File: config.mk
export PLATFORM = sky130hd
export DESIGN_NAME = clock_availability_block_scheduler
export DESIGN_NICKNAME = d
export VERILOG_FILES = /design/src/cabs_pkg.sv /design/src/cabs_ram.sv /design/src/cabs_ctrl.sv /design/src/cabs_dp.sv /design/src/clock_availability_block_scheduler.sv
export SDC_FILE = /design/constraint.sdc
export NUM_CORES = 1
export LEC_CHECK = 0
export BUFFER_PORTS_ARGS = -buffer_cell sky130_fd_sc_hd__buf_2
export CORE_MARGIN = 4
export CORE_UTILIZATION = 56
export CTS_CLUSTER_DIAMETER = 50
export DETAILED_ROUTE_END_ITERATION = 8
export PLACE_DENSITY = 0.73
export RECOVER_POWER = 100
export SYNTH_ARGS = -nofsm -noshare
export SYNTH_HDL_FRONTEND = slang
export SYNTH_SLANG_ARGS = --single-unit
File: constraint.sdc
create_clock -name i_clk -period 7.75 [get_ports i_clk]
set_input_delay 1.55 -clock i_clk [delete_from_list [all_inputs] [get_ports i_clk]]
set_output_delay 1.55 -clock i_clk [all_outputs]
set_load 0.05 [all_outputs]
File: src/cabs_pkg.sv
// ----------------------------------------------------------------------------
// cabs_pkg
// Shared types and constants of the clock-hand block scheduler.
// ----------------------------------------------------------------------------
`default_nettype none

package cabs_pkg;

    localparam int unsigned NODE_W     = 4;   // node id fields
    localparam int unsigned HAND_W     = 5;   // hand, miss run, ring size
    localparam int unsigned CREDIT_W   = 16;
    localparam int unsigned BASE_W     = 8;
    localparam int unsigned BLKNUM_W   = 16;
    localparam int unsigned CFG_IDX_W  = 1;
    localparam int unsigned CFG_DATA_W = 8;

    localparam logic [CFG_IDX_W-1:0] CFG_NODE_COUNT = 1'b0;
    localparam logic [CFG_IDX_W-1:0] CFG_BASE_AVAIL = 1'b1;

    typedef enum logic [2:0] {
        S_IDLE,
        S_CHECK,
        S_PROBE,
        S_BUMP,
        S_DONE
    } t_state;

    // controller -> datapath
    typedef struct packed {
        logic accept;
        logic check;
        logic probe;
        logic bump;
        logic deliver;
    } t_cmd;

    // datapath -> controller
    typedef struct packed {
        logic bad;
        logic hit;
        logic bump;
        logic guard_end;
        logic bump_last;
        logic exhaust;
        logic out_free;
    } t_sts;

endpackage

`default_nettype wire

File: src/cabs_ram.sv
// ----------------------------------------------------------------------------
// cabs_ram
// Generic single-write, single-read RAM with registered read data.
// ----------------------------------------------------------------------------
`default_nettype none

module cabs_ram #(
    parameter int WIDTH = 16,
    parameter int DEPTH = 16
) (
    input  wire logic                     i_clk,
    input  wire logic                     i_we,
    input  wire logic [$clog2(DEPTH)-1:0] i_waddr,
    input  wire logic [WIDTH-1:0]         i_wdata,
    input  wire logic                     i_re,
    input  wire logic [$clog2(DEPTH)-1:0] i_raddr,
    output logic      [WIDTH-1:0]         o_rdata
);

    logic [WIDTH-1:0] r_mem [DEPTH];

    always_ff @(posedge i_clk) begin
        if (i_we) begin
            r_mem[i_waddr] <= i_wdata;
        end
    end

    // read returns the old word on a same-address write
    always_ff @(posedge i_clk) begin
        if (i_re) begin
            o_rdata <= r_mem[i_raddr];
        end
    end

endmodule

`default_nettype wire

File: src/cabs_ctrl.sv
// ----------------------------------------------------------------------------
// cabs_ctrl
// Sequencer of the scheduler: check, probe walk, credit bump sweep, delivery.
// ----------------------------------------------------------------------------
`default_nettype none

module cabs_ctrl (
    input  wire logic            i_clk,
    input  wire logic            i_rst_n,
    input  wire logic            i_in_valid,
    output logic                 o_in_ready,
    input  wire cabs_pkg::t_sts  i_sts,
    output cabs_pkg::t_cmd       o_cmd
);

    cabs_pkg::t_state r_state;
    cabs_pkg::t_state n_state;

    always_ff @(posedge i_clk) begin
        if (!i_rst_n) begin
            r_state <= cabs_pkg::S_IDLE;
        end else begin
            r_state <= n_state;
        end
    end

    always_comb begin
        n_state    = r_state;
        o_cmd      = '0;
        o_in_ready = 1'b0;
        unique case (r_state)
            cabs_pkg::S_IDLE: begin
                o_in_ready = 1'b1;
                if (i_in_valid) begin
                    o_cmd.accept = 1'b1;
                    n_state      = cabs_pkg::S_CHECK;
                end
            end
            cabs_pkg::S_CHECK: begin
                o_cmd.check = 1'b1;
                n_state     = i_sts.bad ? cabs_pkg::S_DONE : cabs_pkg::S_PROBE;
            end
            cabs_pkg::S_PROBE: begin
                o_cmd.probe = 1'b1;
                priority if (i_sts.hit) begin
                    n_state = cabs_pkg::S_DONE;
                end else if (i_sts.bump) begin
                    n_state = cabs_pkg::S_BUMP;
                end else if (i_sts.guard_end) begin
                    n_state = cabs_pkg::S_DONE;
                end else begin
                    n_state = cabs_pkg::S_PROBE;
                end
            end
            cabs_pkg::S_BUMP: begin
                o_cmd.bump = 1'b1;
                if (i_sts.bump_last) begin
                    n_state = i_sts.exhaust ? cabs_pkg::S_DONE : cabs_pkg::S_PROBE;
                end
            end
            cabs_pkg::S_DONE: begin
                if (i_sts.out_free) begin
                    o_cmd.deliver = 1'b1;
                    n_state       = cabs_pkg::S_IDLE;
                end
            end
            default: begin
                n_state = cabs_pkg::S_IDLE;
            end
        endcase
    end

endmodule

`default_nettype wire

File: src/cabs_dp.sv
// ----------------------------------------------------------------------------
// cabs_dp
// Datapath: config registers, credit RAM with valid bits, hand, miss run,
// block counter, probe guard, bump sweep and the output register.
// ----------------------------------------------------------------------------
`default_nettype none

module cabs_dp #(
    parameter int NODES = 16
) (
    input  wire logic                              i_clk,
    input  wire logic                              i_rst_n,
    input  wire logic                              i_cfg_we,
    input  wire logic [cabs_pkg::CFG_IDX_W-1:0]    i_cfg_idx,
    input  wire logic [cabs_pkg::CFG_DATA_W-1:0]   i_cfg_wdata,
    input  wire logic                              i_new_job,
    input  wire logic [cabs_pkg::NODE_W-1:0]       i_first_copy_node,
    input  wire logic [cabs_pkg::NODE_W-1:0]       i_second_copy_node,
    input  wire cabs_pkg::t_cmd                    i_cmd,
    output cabs_pkg::t_sts                         o_sts,
    output logic                                   o_out_valid,
    input  wire logic                              i_out_ready,
    output logic [cabs_pkg::NODE_W-1:0]            o_assigned_worker,
    output logic [cabs_pkg::BLKNUM_W-1:0]          o_block_number,
    output logic                                   o_unassignable
);

    localparam int HW    = cabs_pkg::HAND_W;
    localparam int NW    = cabs_pkg::NODE_W;
    localparam int CW    = cabs_pkg::CREDIT_W;
    localparam int BW    = cabs_pkg::BASE_W;
    localparam int KW    = cabs_pkg::BLKNUM_W;
    localparam int AW    = $clog2(NODES);
    localparam int LIMIT = 4 * NODES + 4;
    localparam int GW    = $clog2(LIMIT);
    localparam logic [GW-1:0] GUARD_LAST = GW'(LIMIT - 1);

    // config
    logic [HW-1:0]  r_node_count;
    logic [BW-1:0]  r_base;

    // scheduler state
    logic [NODES-1:0] r_vld;
    logic [CW-1:0]    r_fill;
    logic [HW-1:0]    r_hand;
    logic [HW-1:0]    r_miss;
    logic [KW-1:0]    r_bc;
    logic [GW-1:0]    r_guard;
    logic [HW-1:0]    r_sw;
    logic             r_exhaust;

    // item and result
    logic [NW-1:0]  r_a;
    logic [NW-1:0]  r_b;
    logic [KW-1:0]  r_res_bn;
    logic [NW-1:0]  r_res_worker;
    logic           r_res_unas;
    logic           r_out_vld;
    logic [NW-1:0]  r_out_worker;
    logic [KW-1:0]  r_out_bn;
    logic           r_out_unas;

    // read side of the credit RAM
    logic           r_rd_vld;
    logic           r_fwd;
    logic [CW-1:0]  r_fwd_data;
    logic [CW-1:0]  ram_q;

    logic           ram_we;
    logic [AW-1:0]  ram_waddr;
    logic [CW-1:0]  ram_wdata;
    logic           ram_re;
    logic [AW-1:0]  ram_raddr;

    logic [HW-1:0]  ring;
    logic [HW-1:0]  w;
    logic [HW-1:0]  w_inc;
    logic [HW-1:0]  nxt;
    logic [CW-1:0]  q_eff;
    logic [HW-1:0]  miss_inc;
    logic [CW:0]    sum;
    logic [CW-1:0]  sat;
    logic           is_zero;
    logic           is_hit;
    logic           bump_now;
    logic           guard_end;
    logic           bad;
    logic           bump_last;
    logic           out_free;

    cabs_ram #(
        .WIDTH (CW),
        .DEPTH (NODES)
    ) u_credit (
        .i_clk   (i_clk),
        .i_we    (ram_we),
        .i_waddr (ram_waddr),
        .i_wdata (ram_wdata),
        .i_re    (ram_re),
        .i_raddr (ram_raddr),
        .o_rdata (ram_q)
    );

    always_comb begin
        if (r_node_count == '0) begin
            ring = HW'(1);
        end else if (int'(r_node_count) > NODES) begin
            ring = HW'(NODES);
        end else begin
            ring = r_node_count;
        end
    end

    assign w         = (r_hand >= ring) ? '0 : r_hand;
    assign w_inc     = w + HW'(1);
    assign nxt       = (w_inc >= ring) ? '0 : w_inc;
    // entries not written since the last fill read as the fill value
    assign q_eff     = r_fwd ? r_fwd_data : (r_rd_vld ? ram_q : r_fill);
    assign miss_inc  = (&r_miss) ? r_miss : r_miss + HW'(1);
    assign sum       = {1'b0, q_eff} + (CW + 1)'(r_base);
    assign sat       = sum[CW] ? '1 : sum[CW-1:0];
    assign is_zero   = (q_eff == '0);
    assign is_hit    = !is_zero && (w == HW'(r_a) || w == HW'(r_b));
    assign bump_now  = !is_zero && !is_hit && (miss_inc >= ring);
    assign guard_end = (r_guard == GUARD_LAST);
    assign bad       = (HW'(r_a) >= ring && HW'(r_b) >= ring) || (r_base == '0);
    assign bump_last = (r_sw == ring);
    assign out_free  = !r_out_vld || i_out_ready;

    always_comb begin
        o_sts           = '0;
        o_sts.bad       = bad;
        o_sts.hit       = is_hit;
        o_sts.bump      = bump_now;
        o_sts.guard_end = guard_end;
        o_sts.bump_last = bump_last;
        o_sts.exhaust   = r_exhaust;
        o_sts.out_free  = out_free;
    end

    always_comb begin
        ram_we    = 1'b0;
        ram_waddr = '0;
        ram_wdata = '0;
        ram_re    = 1'b0;
        ram_raddr = '0;
        if (i_cmd.check && !bad) begin
            ram_re    = 1'b1;
            ram_raddr = AW'(w);
        end
        if (i_cmd.probe) begin
            if (is_zero) begin
                ram_we    = 1'b1;
                ram_waddr = AW'(w);
                ram_wdata = CW'(r_base);
            end else if (is_hit) begin
                ram_we    = 1'b1;
                ram_waddr = AW'(w);
                ram_wdata = q_eff - CW'(1);
            end
            // next worker is read while this one is decided
            if (!is_hit && !bump_now && !guard_end) begin
                ram_re    = 1'b1;
                ram_raddr = AW'(nxt);
            end
        end
        if (i_cmd.bump) begin
            // read entry r_sw, write back entry r_sw-1 in the next cycle
            if (r_sw < ring) begin
                ram_re    = 1'b1;
                ram_raddr = AW'(r_sw);
            end
            if (r_sw != '0) begin
                ram_we    = 1'b1;
                ram_waddr = AW'(r_sw - HW'(1));
                ram_wdata = sat;
            end
            if (bump_last && !r_exhaust) begin
                ram_re    = 1'b1;
                ram_raddr = AW'(w);
            end
        end
    end

    always_ff @(posedge i_clk) begin
        if (!i_rst_n) begin
            r_node_count <= HW'(1);
            r_base       <= BW'(1);
            r_vld        <= '0;
            r_fill       <= CW'(1);
            r_hand       <= '0;
            r_miss       <= '0;
            r_bc         <= '0;
            r_guard      <= '0;
            r_sw         <= '0;
            r_exhaust    <= 1'b0;
            r_rd_vld     <= 1'b0;
            r_fwd        <= 1'b0;
            r_out_vld    <= 1'b0;
        end else begin
            if (i_cfg_we) begin
                unique case (i_cfg_idx)
                    cabs_pkg::CFG_NODE_COUNT: r_node_count <= i_cfg_wdata[HW-1:0];
                    cabs_pkg::CFG_BASE_AVAIL: r_base       <= i_cfg_wdata[BW-1:0];
                endcase
            end

            if (i_cmd.accept && i_new_job) begin
                r_vld  <= '0;
                r_fill <= CW'(r_base);
                r_hand <= '0;
                r_bc   <= '0;
            end else if (ram_we) begin
                r_vld[ram_waddr] <= 1'b1;
            end

            if (ram_re) begin
                r_rd_vld <= r_vld[ram_raddr];
                r_fwd    <= ram_we && (ram_waddr == ram_raddr);
            end

            if (i_cmd.check) begin
                r_guard <= '0;
            end

            if (i_cmd.probe) begin
                r_hand  <= w_inc;
                r_guard <= r_guard + GW'(1);
                if (is_zero) begin
                    r_miss <= miss_inc;
                end else if (is_hit) begin
                    r_miss <= '0;
                    r_bc   <= r_bc + KW'(1);
                end else begin
                    r_miss <= bump_now ? '0 : miss_inc;
                end
                if (bump_now) begin
                    r_sw      <= '0;
                    r_exhaust <= guard_end;
                end
            end

            if (i_cmd.bump) begin
                r_sw <= r_sw + HW'(1);
            end

            if (i_cmd.deliver) begin
                r_out_vld <= 1'b1;
            end else if (i_out_ready) begin
                r_out_vld <= 1'b0;
            end
        end
    end

    always_ff @(posedge i_clk) begin
        if (ram_re) begin
            r_fwd_data <= ram_wdata;
        end
        if (i_cmd.accept) begin
            r_a      <= i_first_copy_node;
            r_b      <= i_second_copy_node;
            r_res_bn <= i_new_job ? '0 : r_bc;
        end
        if ((i_cmd.check && bad)
            || (i_cmd.probe && !is_hit && !bump_now && guard_end)
            || (i_cmd.bump && bump_last && r_exhaust)) begin
            r_res_worker <= '0;
            r_res_unas   <= 1'b1;
        end else if (i_cmd.probe && is_hit) begin
            r_res_worker <= w[NW-1:0];
            r_res_unas   <= 1'b0;
        end
        if (i_cmd.deliver) begin
            r_out_worker <= r_res_worker;
            r_out_bn     <= r_res_bn;
            r_out_unas   <= r_res_unas;
        end
    end

    assign o_out_valid       = r_out_vld;
    assign o_assigned_worker = r_out_worker;
    assign o_block_number    = r_out_bn;
    assign o_unassignable    = r_out_unas;

endmodule

`default_nettype wire

File: src/clock_availability_block_scheduler.sv
// ----------------------------------------------------------------------------
// clock_availability_block_scheduler
// Places each data block on a worker of a ring with a credit-based clock hand.
// Input channel (i_in_valid/o_in_ready) takes one word: new-job flag and the
// two replica node ids. Output channel (o_out_valid/i_out_ready) returns one
// word per input: assigned worker, block number and the unassignable flag.
// Config is a plain write port (i_cfg_we, i_cfg_idx, i_cfg_wdata), idle only.
// Timing: one probe of the credit RAM per cycle in the probe walk. After
// acceptance the block is checked, then probed (1 to 4*NODES+4 probes);
// a miss run that reaches the ring size starts a credit bump sweep over the
// n active workers, one RAM word per cycle. A block failing the check skips
// the walk. One block is in work at a time, the next taken after delivery.
// Stall: the output register holds its word until taken; a new word may be
// accepted meanwhile, its result waits until the register is free.
// Reset: credits read as 1 via per-worker valid bits (no clearing pass),
// hand, miss run and block number are zero, ring size and base credit are 1.
// ----------------------------------------------------------------------------
`default_nettype none

module clock_availability_block_scheduler #(
    parameter int NODES = 16
) (
    input  wire logic                              i_clk,
    input  wire logic                              i_rst_n,
    input  wire logic                              i_cfg_we,
    input  wire logic [cabs_pkg::CFG_IDX_W-1:0]    i_cfg_idx,
    input  wire logic [cabs_pkg::CFG_DATA_W-1:0]   i_cfg_wdata,
    input  wire logic                              i_in_valid,
    output logic                                   o_in_ready,
    input  wire logic                              i_new_job,
    input  wire logic [cabs_pkg::NODE_W-1:0]       i_first_copy_node,
    input  wire logic [cabs_pkg::NODE_W-1:0]       i_second_copy_node,
    output logic                                   o_out_valid,
    input  wire logic                              i_out_ready,
    output logic [cabs_pkg::NODE_W-1:0]            o_assigned_worker,
    output logic [cabs_pkg::BLKNUM_W-1:0]          o_block_number,
    output logic                                   o_unassignable
);

    cabs_pkg::t_cmd cmd;
    cabs_pkg::t_sts sts;

    cabs_ctrl u_ctrl (
        .i_clk      (i_clk),
        .i_rst_n    (i_rst_n),
        .i_in_valid (i_in_valid),
        .o_in_ready (o_in_ready),
        .i_sts      (sts),
        .o_cmd      (cmd)
    );

    cabs_dp #(
        .NODES (NODES)
    ) u_dp (
        .i_clk              (i_clk),
        .i_rst_n            (i_rst_n),
        .i_cfg_we           (i_cfg_we),
        .i_cfg_idx          (i_cfg_idx),
        .i_cfg_wdata        (i_cfg_wdata),
        .i_new_job          (i_new_job),
        .i_first_copy_node  (i_first_copy_node),
        .i_second_copy_node (i_second_copy_node),
        .i_cmd              (cmd),
        .o_sts              (sts),
        .o_out_valid        (o_out_valid),
        .i_out_ready        (i_out_ready),
        .o_assigned_worker  (o_assigned_worker),
        .o_block_number     (o_block_number),
        .o_unassignable     (o_unassignable)
    );

endmodule

`default_nettype wire
==> Flow_metrics.wiki, run 1 <==
{| class="wikitable"
! Metric !! Value
|-
| Cell depth of the worst min-delay path || 0
|-
| Path type of the worst min-delay path || reg2reg
|-
| Met3 routing resource usage after global routing || 0.04034
|-
| Sink count of the clock tree || 420
|-
| DRC errors left || 0
|-
| Synth area leaders || edfxtp_1 52%, dfxtp_1 9.1%, mux2i_1 6.0%, ha_1 2.9%, a21oi_1 2.8%
|-
| Setup TNS || 0 ps
|-
| P&R area growth vs syn || 10.82%
|-
| Power density normalized to cell area || 262.9 mW/mm2
|-
| Slew Viols, Final || 369
|-
| Count of hold-fix buffers inserted at cts || 0
|-
| Worst path arrival time || 7090 ps
|-
| Avg Vias per Cell || 6.162
|-
| First-iteration detailed-routing DRC count || 1,063
|-
| Core region area || 0.03362 mm2
|-
| Combined global-route utilization of all metal layers || 0.2412
|-
| Number of routed nets with antenna violations || 0
|-
| Final setup viols || 0
|-
| Period utilization || 0.8786
|-
| Run status || complete, but fails checks
|-
| Met2 GRT Util || 0.3903
|-
| RSZ-0062 raised after global routing || no
|-
| Failing checks || max-capacitance violations, max-slew violations
|-
| Number of setup buffers added after CTS || 0
|-
| CP Capture Type || register
|-
| Most common library cell in the layout ignoring fill and taps || edfxtp_1
|-
| Dominant register cell in the synthesized netlist || edfxtp_1
|-
| Top library cells by usage in the layout, fill and taps aside || 333 x edfxtp_1, 118 x nand2_1, 114 x mux2i_1
|-
| Largest voltage drop on the vdd net || 0.0001913 V
|-
| First-pass GRT wire length || 68,270 um
|-
| Non-filler instance count after layout || 2,042
|-
| Clock skew after layout || 18.05 ps
|-
| Antenna violations before repair || 0
|-
| Die height || 192.6 um
|-
| Share of the core filled with cells || 0.6294
|-
| Placed Cells || 1,961
|-
| DP Area || 0.01989 mm2
|-
| DP HPWL || 27,400 um
|-
| Met1 routing resource usage after global routing || 0.3328
|-
| GRT overflow || 0
|-
| Gr busiest metal || met2
|-
| Worst relative slew slack || -0.8810
|-
| Clock transition at the register clock pins on the worst setup and hold paths after CTS || 60 ps
|-
| Post-synthesis cell type with the largest combined area || edfxtp_1
|-
| Floorplan die width || 192.6 um
|-
| Clock tree from TritonCTS || built
|-
| Number of hold violations in the final report || 0
|-
| CTS buffer count || 45
|-
| Detailed-routing iteration count for the pre-antenna-repair pass || 6
|-
| Slew at the pin closest to its max-slew limit || 2786 ps
|-
| Count of standard-cell rows || 67
|-
| Highest fanout seen on the critical path || 57
|-
| WL final || 45,150 um
|-
| Starting density of the core || 0.5679
|-
| Vias after detailed routing || 12.58k
|-
| Fraction of synthesis flops using an asynchronous set or reset pin || 0
|-
| Net total in the final layout || 1,628
|-
| Count of cell types in the netlist || 84
|-
| Number of H-tree levels || 2
|-
| Post-Syn Instances || 1,504
|-
| Routed WL per cell || 22.11 um
|-
| Pre-CTS WS || 1402 ps
|-
| Vias in the first global route || 12.03k
|-
| Synthesis Warnings || 0
|-
| Clk_lat worst skew || 550 ps
|-
| Final period demand of the worst path || 6809 ps
|-
| CTS root buffer || clkbuf_16
|-
| Share of layout cells above drive strength 1 || 0.1142
|-
| Number of instances resized during post-cts repair || 0
|-
| Required arrival time at the worst endpoint || 8030 ps
|-
| Fraction of the yosys area taken by sequential cells || 0.6150
|-
| Number of buffers added on ports || 45
|-
| Max-cap violation count || 17
|-
| Top-Level Pins || 46
|-
| Share of the synthesized area in the top cell type || 0.5238
|-
| Kind of start point of the critical path || register
|-
| Nets in the synthesized netlist || 1,572
|-
| Average footprint of a synthesized cell || 12.69 um2
|-
| Final setup slack of the worst path || 940.5 ps
|-
| Number of flops mapped to enable cells by yosys || 333
|-
| RD Place Congestion || 0.8986
|-
| Synthesized cell area || 0.01909 mm2
|-
| Number of diodes added for antenna fixing || 0
|-
| Static leakage || 7.056 nW
|-
| Pin count of the biggest net entering global routing || 58
|-
| Maximum operating frequency || 0.1469 GHz
|-
| DIE AREA || 0.03711 mm2
|-
| Design area || 0.02116 mm2
|-
| Register bit count reported by yosys || 420
|-
| Cell count of the worst reg-to-reg path || 22
|-
| Clock tree buffer depth || 3
|-
| Crit Path Class || reg2reg
|}
[cell usage after synthesis, types with 7 or more instances]
cell type and count:
or3_1 9, a221o_1 16, clkbuf_1 31, buf_2 13
o21ai_0 46, xnor2_1 16, nand2_1 117, and2_1 39
a31oi_1 10, mux2i_1 114, and3_1 10, a211oi_1 31
nand3_1 40, a21o_1 8, a22oi_1 19, inv_1 26
buf_6 12, nor3_1 11, xor2_1 7, o211ai_1 8
a211oi_2 9, mux2_2 36, nor2_1 101, a21oi_1 105
edfxtp_1 333, buf_4 13, o22ai_1 20, nand2b_1 17
nor4_1 7, dfxtp_1 87, nand4_1 7, ha_1 44
nor2b_1 25, o21a_1 24
[per-stage QoR]
stage                     hold WS [ps]  power, W
after floorplan                  400.3  0.003240
after global placement           400.1  0.003459
after detailed placement         405.7  0.003479
after CTS                        421.1  0.005592
after global routing             423.8  0.005771
final                            418.4  0.005562
[final cells by class]
| class | instances | area [um2] |
|---|---|---|
| tap | 448 | 560.5 |
| clock buffer | 54 | 1180 |
| clock inverter | 27 | 302.8 |
| inverter | 29 | 108.9 |
| timing repair buffer | 81 | 429.2 |
| sequential | 420 | 11740 |
| fill | 2601 | 12460 |
| multi-input combinational | 983 | 6834 |
[cells by family after synthesis]
family,after synthesis,share of synthesized area
DFF,420,0.6150
and+or+nand+nor,409,0.1054
AOI/OAI and AO/OA,351,0.1260
muxes,155,0.08514
buffers and inverters,101,0.02798
adders and majority gates,45,0.02989
xor gates and xnor gates,23,0.01055
[sequential cells by signal, indices dropped and copies added, names as in the netlist, 5 cells and up]
signal / count
u_dp.r_fwd_data: 16
u_dp.r_bc: 16
u_dp.u_credit.r_mem: 256
u_dp.r_miss: 5
u_dp.r_hand: 5
u_dp.r_base: 8
u_dp.o_block_number: 16
u_dp.r_sw: 5
u_dp.r_vld: 16
u_dp.u_credit.o_rdata: 16
u_dp.r_node_count: 5
u_dp.r_guard: 7
u_dp.r_res_bn: 16
u_dp.r_fill: 8
[routing by layer]
layer	vias up	part of all wire
li1	5822	-
met1	6143	0.42
met2	517	0.47
met3	101	0.075
met4	0	0.031
met5	-	0
[worst max-delay path, stage by stage, from the launching register on]
cell,delay (ps)
dfxtp_1,330
nor3_1,180
nor2_1,60
nor2_1,400
ha_1,320
nand2b_1,160
a31o_2,280
a31oi_1,590
nand2_1,270
clkinv_1,280
ha_1,300
ha_1,280
a21o_1,150
a211oi_1,290
o21ai_2,160
nor2_1,130
o32ai_1,120
a31oi_4,950
buf_12,440
mux2i_1,250
mux2_2,170
o22ai_1,70
a221o_1,320
[final timing paths]
check,endpoint,start,slack (ps)
worst max register to register,u_dp.u_credit.o_rdata[3]$_DFFE_PP_,u_dp.r_node_count[1]$_SDFFE_PN0P_,940
worst min register to register,u_dp.o_block_number[0]$_DFFE_PP_,u_dp.r_res_bn[0]$_SDFFCE_PP0P_,420
worst max-delay path,u_dp.u_credit.o_rdata[3]$_DFFE_PP_,u_dp.r_node_count[1]$_SDFFE_PN0P_,940
worst min-delay path,u_dp.o_block_number[0]$_DFFE_PP_,u_dp.r_res_bn[0]$_SDFFCE_PP0P_,420
[power breakdown]
part | switching (W) | internal (W) | leakage (nW)
logic | 0.000524 | 0.000234 | 2.46
clock network | 0.000862 | 0.00127 | 0.729
registers | 0.0000758 | 0.00260 | 3.87
total | 0.00146 | 0.00410 | 7.06
Power figures use the tool's default switching activity.
==> run 2: changes to the inputs <==
CAP_MARGIN = 0   (was default)
CELL_PAD_IN_SITES_DETAIL_PLACEMENT = 1   (was default)
CELL_PAD_IN_SITES_GLOBAL_PLACEMENT = 1   (was default)
CORE_UTILIZATION = 52   (was 56)
GPL_TIMING_DRIVEN = 0   (was default)
PLACE_DENSITY = default   (was 0.73)
PLACE_DENSITY_LB_ADDON = 0.1   (was default)
==> run 2 against run 1 <==
Net effect:
- the flow still finishes with violations (max-capacitance violations, max-slew violations)
- utilization fell by 2.8 points
- clock skew down 3.6 ps
- register-to-register slack lost 230 ps
- largest power group unchanged
==> Flow_metrics.wiki, run 2 (same netlist as run 1, synthesis figures left out) <==
{| class="wikitable"
! Metric !! Value
|-
| Top library cells by usage in the layout, fill and taps aside || 333 x edfxtp_1, 118 x nand2_1, 114 x mux2i_1
|-
| First-pass GRT wire length || 84,100 um
|-
| GRT overflow || 0
|-
| Detailed-routing iteration count for the pre-antenna-repair pass || 6
|-
| Die height || 199.6 um
|-
| First-iteration detailed-routing DRC count || 1,052
|-
| RSZ-0062 raised after global routing || no
|-
| Starting density of the core || 0.5316
|-
| Max-cap violation count || 7
|-
| Clk_lat worst skew || 580 ps
|-
| Number of setup buffers added after CTS || 0
|-
| Final setup viols || 0
|-
| Largest voltage drop on the vdd net || 0.0001970 V
|-
| Setup TNS || 0 ps
|-
| Worst path arrival time || 7230 ps
|-
| Path type of the worst min-delay path || reg2reg
|-
| RD Place Congestion || 0.8596
|-
| DP HPWL || 39,900 um
|-
| Vias in the first global route || 13.64k
|-
| Pin count of the biggest net entering global routing || 32
|-
| Crit Path Class || reg2reg
|-
| Number of hold violations in the final report || 0
|-
| Period utilization || 0.9083
|-
| Number of flip-flops under the largest register name || 256
|-
| Top-Level Pins || 46
|-
| DRC errors left || 0
|-
| Number of buffers added on ports || 43
|-
| Flop2flop setup slack || 710 ps
|-
| WL final || 55,810 um
|-
| Clock skew after layout || 14.45 ps
|-
| Highest fanout seen on the critical path || 16
|-
| Startpoint of the most critical hold path || u_dp.r_res_bn[8]$_SDFFCE_PP0P_
|-
| Clock tree buffer depth || 3
|-
| Count of standard-cell rows || 69
|-
| Routed WL per cell || 26.33 um
|-
| Cell depth of the worst min-delay path || 0
|-
| Net total in the final layout || 1,689
|-
| DIE AREA || 0.03984 mm2
|-
| Run status || complete, but fails checks
|-
| CP Capture Type || register
|-
| Share of layout cells above drive strength 1 || 0.1285
|-
| Most common library cell in the layout ignoring fill and taps || edfxtp_1
|-
| Avg Vias per Cell || 6.220
|-
| Number of instances resized during post-cts repair || 0
|-
| Number of routed nets with antenna violations || 0
|-
| Final period demand of the worst path || 7039 ps
|-
| Required arrival time at the worst endpoint || 7940 ps
|-
| Worst-case hold slack || 414.4 ps
|-
| Clock transition at the register clock pins on the worst setup and hold paths after CTS || 60 ps
|-
| Slew Viols, Final || 138
|-
| Power density normalized to cell area || 264.4 mW/mm2
|-
| Antenna violations before repair || 0
|-
| Worst r2r dst || u_dp.u_credit.r_mem[2][9]$_DFFE_PP_
|-
| Failing checks || max-capacitance violations, max-slew violations
|-
| Static leakage || 7.129 nW
|-
| Total Power Consumption || 0.005709 W
|-
| Cell count of the worst reg-to-reg path || 15
|-
| Core region area || 0.03591 mm2
|-
| CTS root buffer || clkbuf_16
|-
| Kind of start point of the critical path || register
|-
| Worst min-delay path endpoint || u_dp.o_block_number[8]$_DFFE_PP_
|-
| Vias after detailed routing || 13.19k
|-
| Launch point of the worst reg-to-reg path || u_dp.r_fwd$_SDFFE_PN0P_
|-
| Floorplan die width || 199.6 um
|-
| Count of hold-fix buffers inserted at cts || 0
|-
| Reg with most FFs || u_dp.u_credit.r_mem
|-
| Slew at the pin closest to its max-slew limit || 1826 ps
|-
| Worst relative slew slack || -0.2175
|-
| P&R area growth vs syn || 13.10%
|-
| DP Area || 0.02030 mm2
|-
| CTS buffer count || 48
|-
| Maximum operating frequency || 0.1421 GHz
|-
| Sink count of the clock tree || 420
|-
| Design area || 0.02159 mm2
|-
| Number of H-tree levels || 2
|-
| Clock tree from TritonCTS || built
|-
| Combined global-route utilization of all metal layers || 0.2825
|}
## run 2: power breakdown
group	switching, W	total [W]	leakage, nW	internal (W)
registers	0.0000690	0.00267	3.68	0.00260
logic	0.000585	0.000832	2.70	0.000247
clock network	0.000913	0.00221	0.756	0.00130
total	0.00157	0.00571	7.13	0.00414
## run 2: cell type report
class / instances / area [um2]
Antenna cell: 1 / 2.502
Buffer: 72 / 412.9
Timing Repair Buffer: 67 / 396.6
Clock inverter: 26 / 235.2
Inverter: 29 / 108.9
Sequential cell: 420 / 11740
Tap cell: 461 / 576.8
Multi-Input combinational cell: 983 / 6817
Fill cell: 3591 / 14320
Clock buffer: 61 / 1301
## run 2: metrics by stage
step	utilization	worst slack (ps)	cells
6_report	0.6012	710.9	2120
2_1_floorplan	-	2257	1504
4_1_cts	0.6080	1092	2119
3_3_place_gp	0.5536	149.7	2008
3_5_place_dp	0.5652	1120	2032
5_1_grt	0.6011	351.8	2119
## run 2: how the worst max path moves through the flow
stage / start / endpoint / cells past startpoint
finish: u_dp.r_fwd$_SDFFE_PN0P_ / u_dp.u_credit.r_mem[2][9]$_DFFE_PP_ / 15
detailed placement: u_dp.r_node_count[1]$_SDFFE_PN0P_ / u_dp.u_credit.o_rdata[5]$_DFFE_PP_ / 23
global route: u_dp.r_fwd$_SDFFE_PN0P_ / u_dp.u_credit.r_mem[2][5]$_DFFE_PP_ / 15
global placement: u_dp.r_fwd$_SDFFE_PN0P_ / u_dp.r_rd_vld$_SDFFE_PN0P_ / 15
CTS: u_dp.r_node_count[1]$_SDFFE_PN0P_ / u_dp.u_credit.o_rdata[5]$_DFFE_PP_ / 23
floorplan: u_dp.r_miss[0]$_SDFFE_PN0P_ / u_dp.r_rd_vld$_SDFFE_PN0P_ / 14
## run 2: routing by layer
layer	GRT usage	wire length, um	vias to the layer above
met5	0	0	-
met4	0.1021	1994	0
met3	0.05935	4043	123
met2	0.4534	25740	474
met1	0.3838	24030	6645
li1	-	-	5944
## run 2: critical path, stage by stage, from the launching register on
cell and delay, ps:
dfxtp_1 340, clkbuf_1 550, clkbuf_1 450, clkbuf_1 490, nor2_1 100, a21oi_1 410
ha_1 280, nand2_1 170, nor4_1 910, nand2_1 540, o21ai_0 420, nand2_1 350
nor2_1 260, a32oi_1 290, nor2_1 260, clkbuf_1 810
==> run 3: changes to the inputs <==
GPL_ROUTABILITY_DRIVEN = 0   (was default)
GPL_TIMING_DRIVEN = default   (was 0)
PLACE_DENSITY = 0.86   (was default)
PLACE_DENSITY_LB_ADDON = default   (was 0.1)
==> run 3 against run 2 <==
Net effect:
- the run still ends with max-capacitance violations, max-slew violations left
- clock skew is 19 ps higher
- flip-flop and latch count stayed put
- via count is 2.7% higher
- sequential power hardly changed
- critical path depth is 2 lower
- first-iteration DRC count is 31% higher
- die area stayed put
- largest cell class unchanged
- final cell count is 2.5% lower
- worst setup slack worse by 140 ps
- fmax is 1.9% lower
==> Flow_metrics.wiki, run 3 (same netlist as run 1, synthesis figures left out) <==
{| class="wikitable"
! Metric !! Value
|-
| First-pass GRT wire length || 87,790 um
|-
| Peak per-stage delay on the critical path || 1290 ps
|-
| Routed WL per cell || 28.20 um
|-
| Slew Viols, Final || 145
|-
| Number of diodes added for antenna fixing || 0
|-
| Critical path buffer and inverter count || 1
|-
| Reg with most FFs || u_dp.u_credit.r_mem
|-
| Share of the core filled with cells || 0.5947
|-
| CTS buffer count || 48
|-
| Sink count of the clock tree || 420
|-
| GRT overflow || 0
|-
| Combined global-route utilization of all metal layers || 0.2915
|-
| Most common library cell in the layout ignoring fill and taps || edfxtp_1
|-
| Clock tree buffer depth || 3
|-
| Avg Vias per Cell || 6.552
|-
| Starting density of the core || 0.5316
|-
| WL final || 58,280 um
|-
| Top library cells by usage in the layout, fill and taps aside || 333 x edfxtp_1, 118 x nand2_1, 114 x mux2i_1
|-
| Kind of start point of the critical path || register
|-
| CP Capture Type || register
|-
| Worst-case hold slack || 425.2 ps
|-
| Number of setup buffers added after CTS || 0
|-
| Slew at the pin closest to its max-slew limit || 2854 ps
|-
| Antenna violations before repair || 0
|-
| Required arrival time at the worst endpoint || 7910 ps
|-
| Largest voltage drop on the vdd net || 0.0001793 V
|-
| DP HPWL || 34,280 um
|-
| Number of buffers added on ports || 45
|-
| Vias after detailed routing || 13.54k
|-
| DRC errors left || 0
|-
| Floorplan die width || 199.6 um
|-
| Detailed-routing iteration count for the pre-antenna-repair pass || 6
|-
| Max-cap violation count || 5
|-
| Number of H-tree levels || 2
|-
| Top-Level Pins || 46
|-
| Period utilization || 0.9258
|-
| Number of instances resized during post-cts repair || 0
|-
| Non-filler instance count after layout || 2,067
|-
| Maximum operating frequency || 0.1394 GHz
|-
| Count of standard-cell rows || 69
|-
| RSZ-0062 raised after global routing || no
|-
| Crit Path Class || reg2reg
|-
| Run status || complete, but fails checks
|-
| Ordered list of cells on the worst path || clkbuf_1 -> mux2i_1 -> nor2_1 -> a21oi_1 -> ha_1 -> nand2_1 -> nor4_1 -> nand2_1 -> o21ai_0 -> nand2_1 -> o21ai_0 -> a21oi_1 -> nor2_2
|-
| Clock skew after layout || 33.48 ps
|-
| Cell depth of the worst min-delay path || 0
|-
| Path type of the worst min-delay path || reg2reg
|-
| Instance count on the critical path || 13
|-
| Static leakage || 7.182 nW
|-
| Placed Cells || 1,980
|-
| Number of routed nets with antenna violations || 0
|-
| Worst relative slew slack || -0.9024
|-
| Pin count of the biggest net entering global routing || 55
|-
| CTS root buffer || clkbuf_16
|-
| P&R area growth vs syn || 11.88%
|-
| Power density normalized to cell area || 271.4 mW/mm2
|-
| Cell repeated most along the worst path || nand2_1
|-
| Final setup viols || 0
|-
| Net total in the final layout || 1,637
|-
| Count of hold-fix buffers inserted at cts || 0
|-
| DIE AREA || 0.03984 mm2
|-
| Cell with the largest stage delay on the worst path || nor2_2
|-
| Total Power Consumption || 0.005796 W
|-
| Share of layout cells above drive strength 1 || 0.1252
|-
| Die height || 199.6 um
|-
| Clock tree from TritonCTS || built
|-
| Setup TNS || 0 ps
|-
| Vias in the first global route || 14.43k
|-
| First-iteration detailed-routing DRC count || 1,380
|-
| Worst path arrival time || 7340 ps
|-
| Number of flip-flops under the largest register name || 256
|-
| Clk_lat worst skew || 580 ps
|-
| Highest fanout seen on the critical path || 17
|-
| Clock transition at the register clock pins on the worst setup and hold paths after CTS || 60 ps
|-
| Cell count of the worst reg-to-reg path || 13
|-
| Failing checks || max-capacitance violations, max-slew violations
|-
| Final period demand of the worst path || 7175 ps
|-
| Number of hold violations in the final report || 0
|-
| Core region area || 0.03591 mm2
|-
| Kind of cell with the highest combined delay on the critical path || simple AND/OR/NAND/NOR gates
|}
run 3: cell count changes in the layout (fill, tap and decap cells not counted), moves of 5 or more:
cell / before / now
buf_8: 6 / 0
buf_4: 12 / 23
buf_2: 31 / 18
buf_6: 15 / 0
clkbuf_1: 81 / 47
nor2_1: 98 / 93
nor2_2: 5 / 10
run 3: cell type report:
cell class                      count  area [um2]
Clock buffer                       59        1336
Timing Repair Buffer               87       485.5
Tap cell                          461       576.8
Inverter                           29       108.9
Multi-Input combinational cell    983        6840
Fill cell                        3558       14560
Clock inverter                     28       270.3
Sequential cell                   420       11740
run 3: layer usage:
layer | vias to the layer above | part of all wire | track usage
li1 | 5839 | - | -
met1 | 6783 | 0.38 | 0.3630
met2 | 691 | 0.49 | 0.4978
met3 | 229 | 0.078 | 0.05851
met4 | 0 | 0.050 | 0.1238
met5 | - | 0 | 0
run 3: worst paths after layout:
path              slack, ps                                   to                           start
setup / recovery        580  u_dp.u_credit.r_mem[3][4]$_DFFE_PP_      u_dp.r_rd_vld$_SDFFE_PN0P_
hold / removal          430     u_dp.o_block_number[0]$_DFFE_PP_  u_dp.r_res_bn[0]$_SDFFCE_PP0P_
setup reg to reg        580  u_dp.u_credit.r_mem[3][4]$_DFFE_PP_      u_dp.r_rd_vld$_SDFFE_PN0P_
hold reg to reg         430     u_dp.o_block_number[0]$_DFFE_PP_  u_dp.r_res_bn[0]$_SDFFCE_PP0P_
run 3: through the flow:
stage | instance area, um2 | setup WS (ps)
6_report | 21360 | 575.1
5_1_grt | 21360 | 551.2
4_1_cts | 21520 | 1477
3_5_place_dp | 19920 | 1790
3_3_place_gp | 19920 | 1881
2_1_floorplan | 19090 | 2257
run 3: power breakdown:
| group | leakage, nW | internal (W) | switching, W | total (W) |
|---|---|---|---|---|
| registers | 3.87 | 0.00260 | 0.0000904 | 0.00269 |
| logic | 2.52 | 0.000233 | 0.000573 | 0.000806 |
| clock network | 0.799 | 0.00136 | 0.000934 | 0.00230 |
| total | 7.18 | 0.00420 | 0.00160 | 0.00580 |
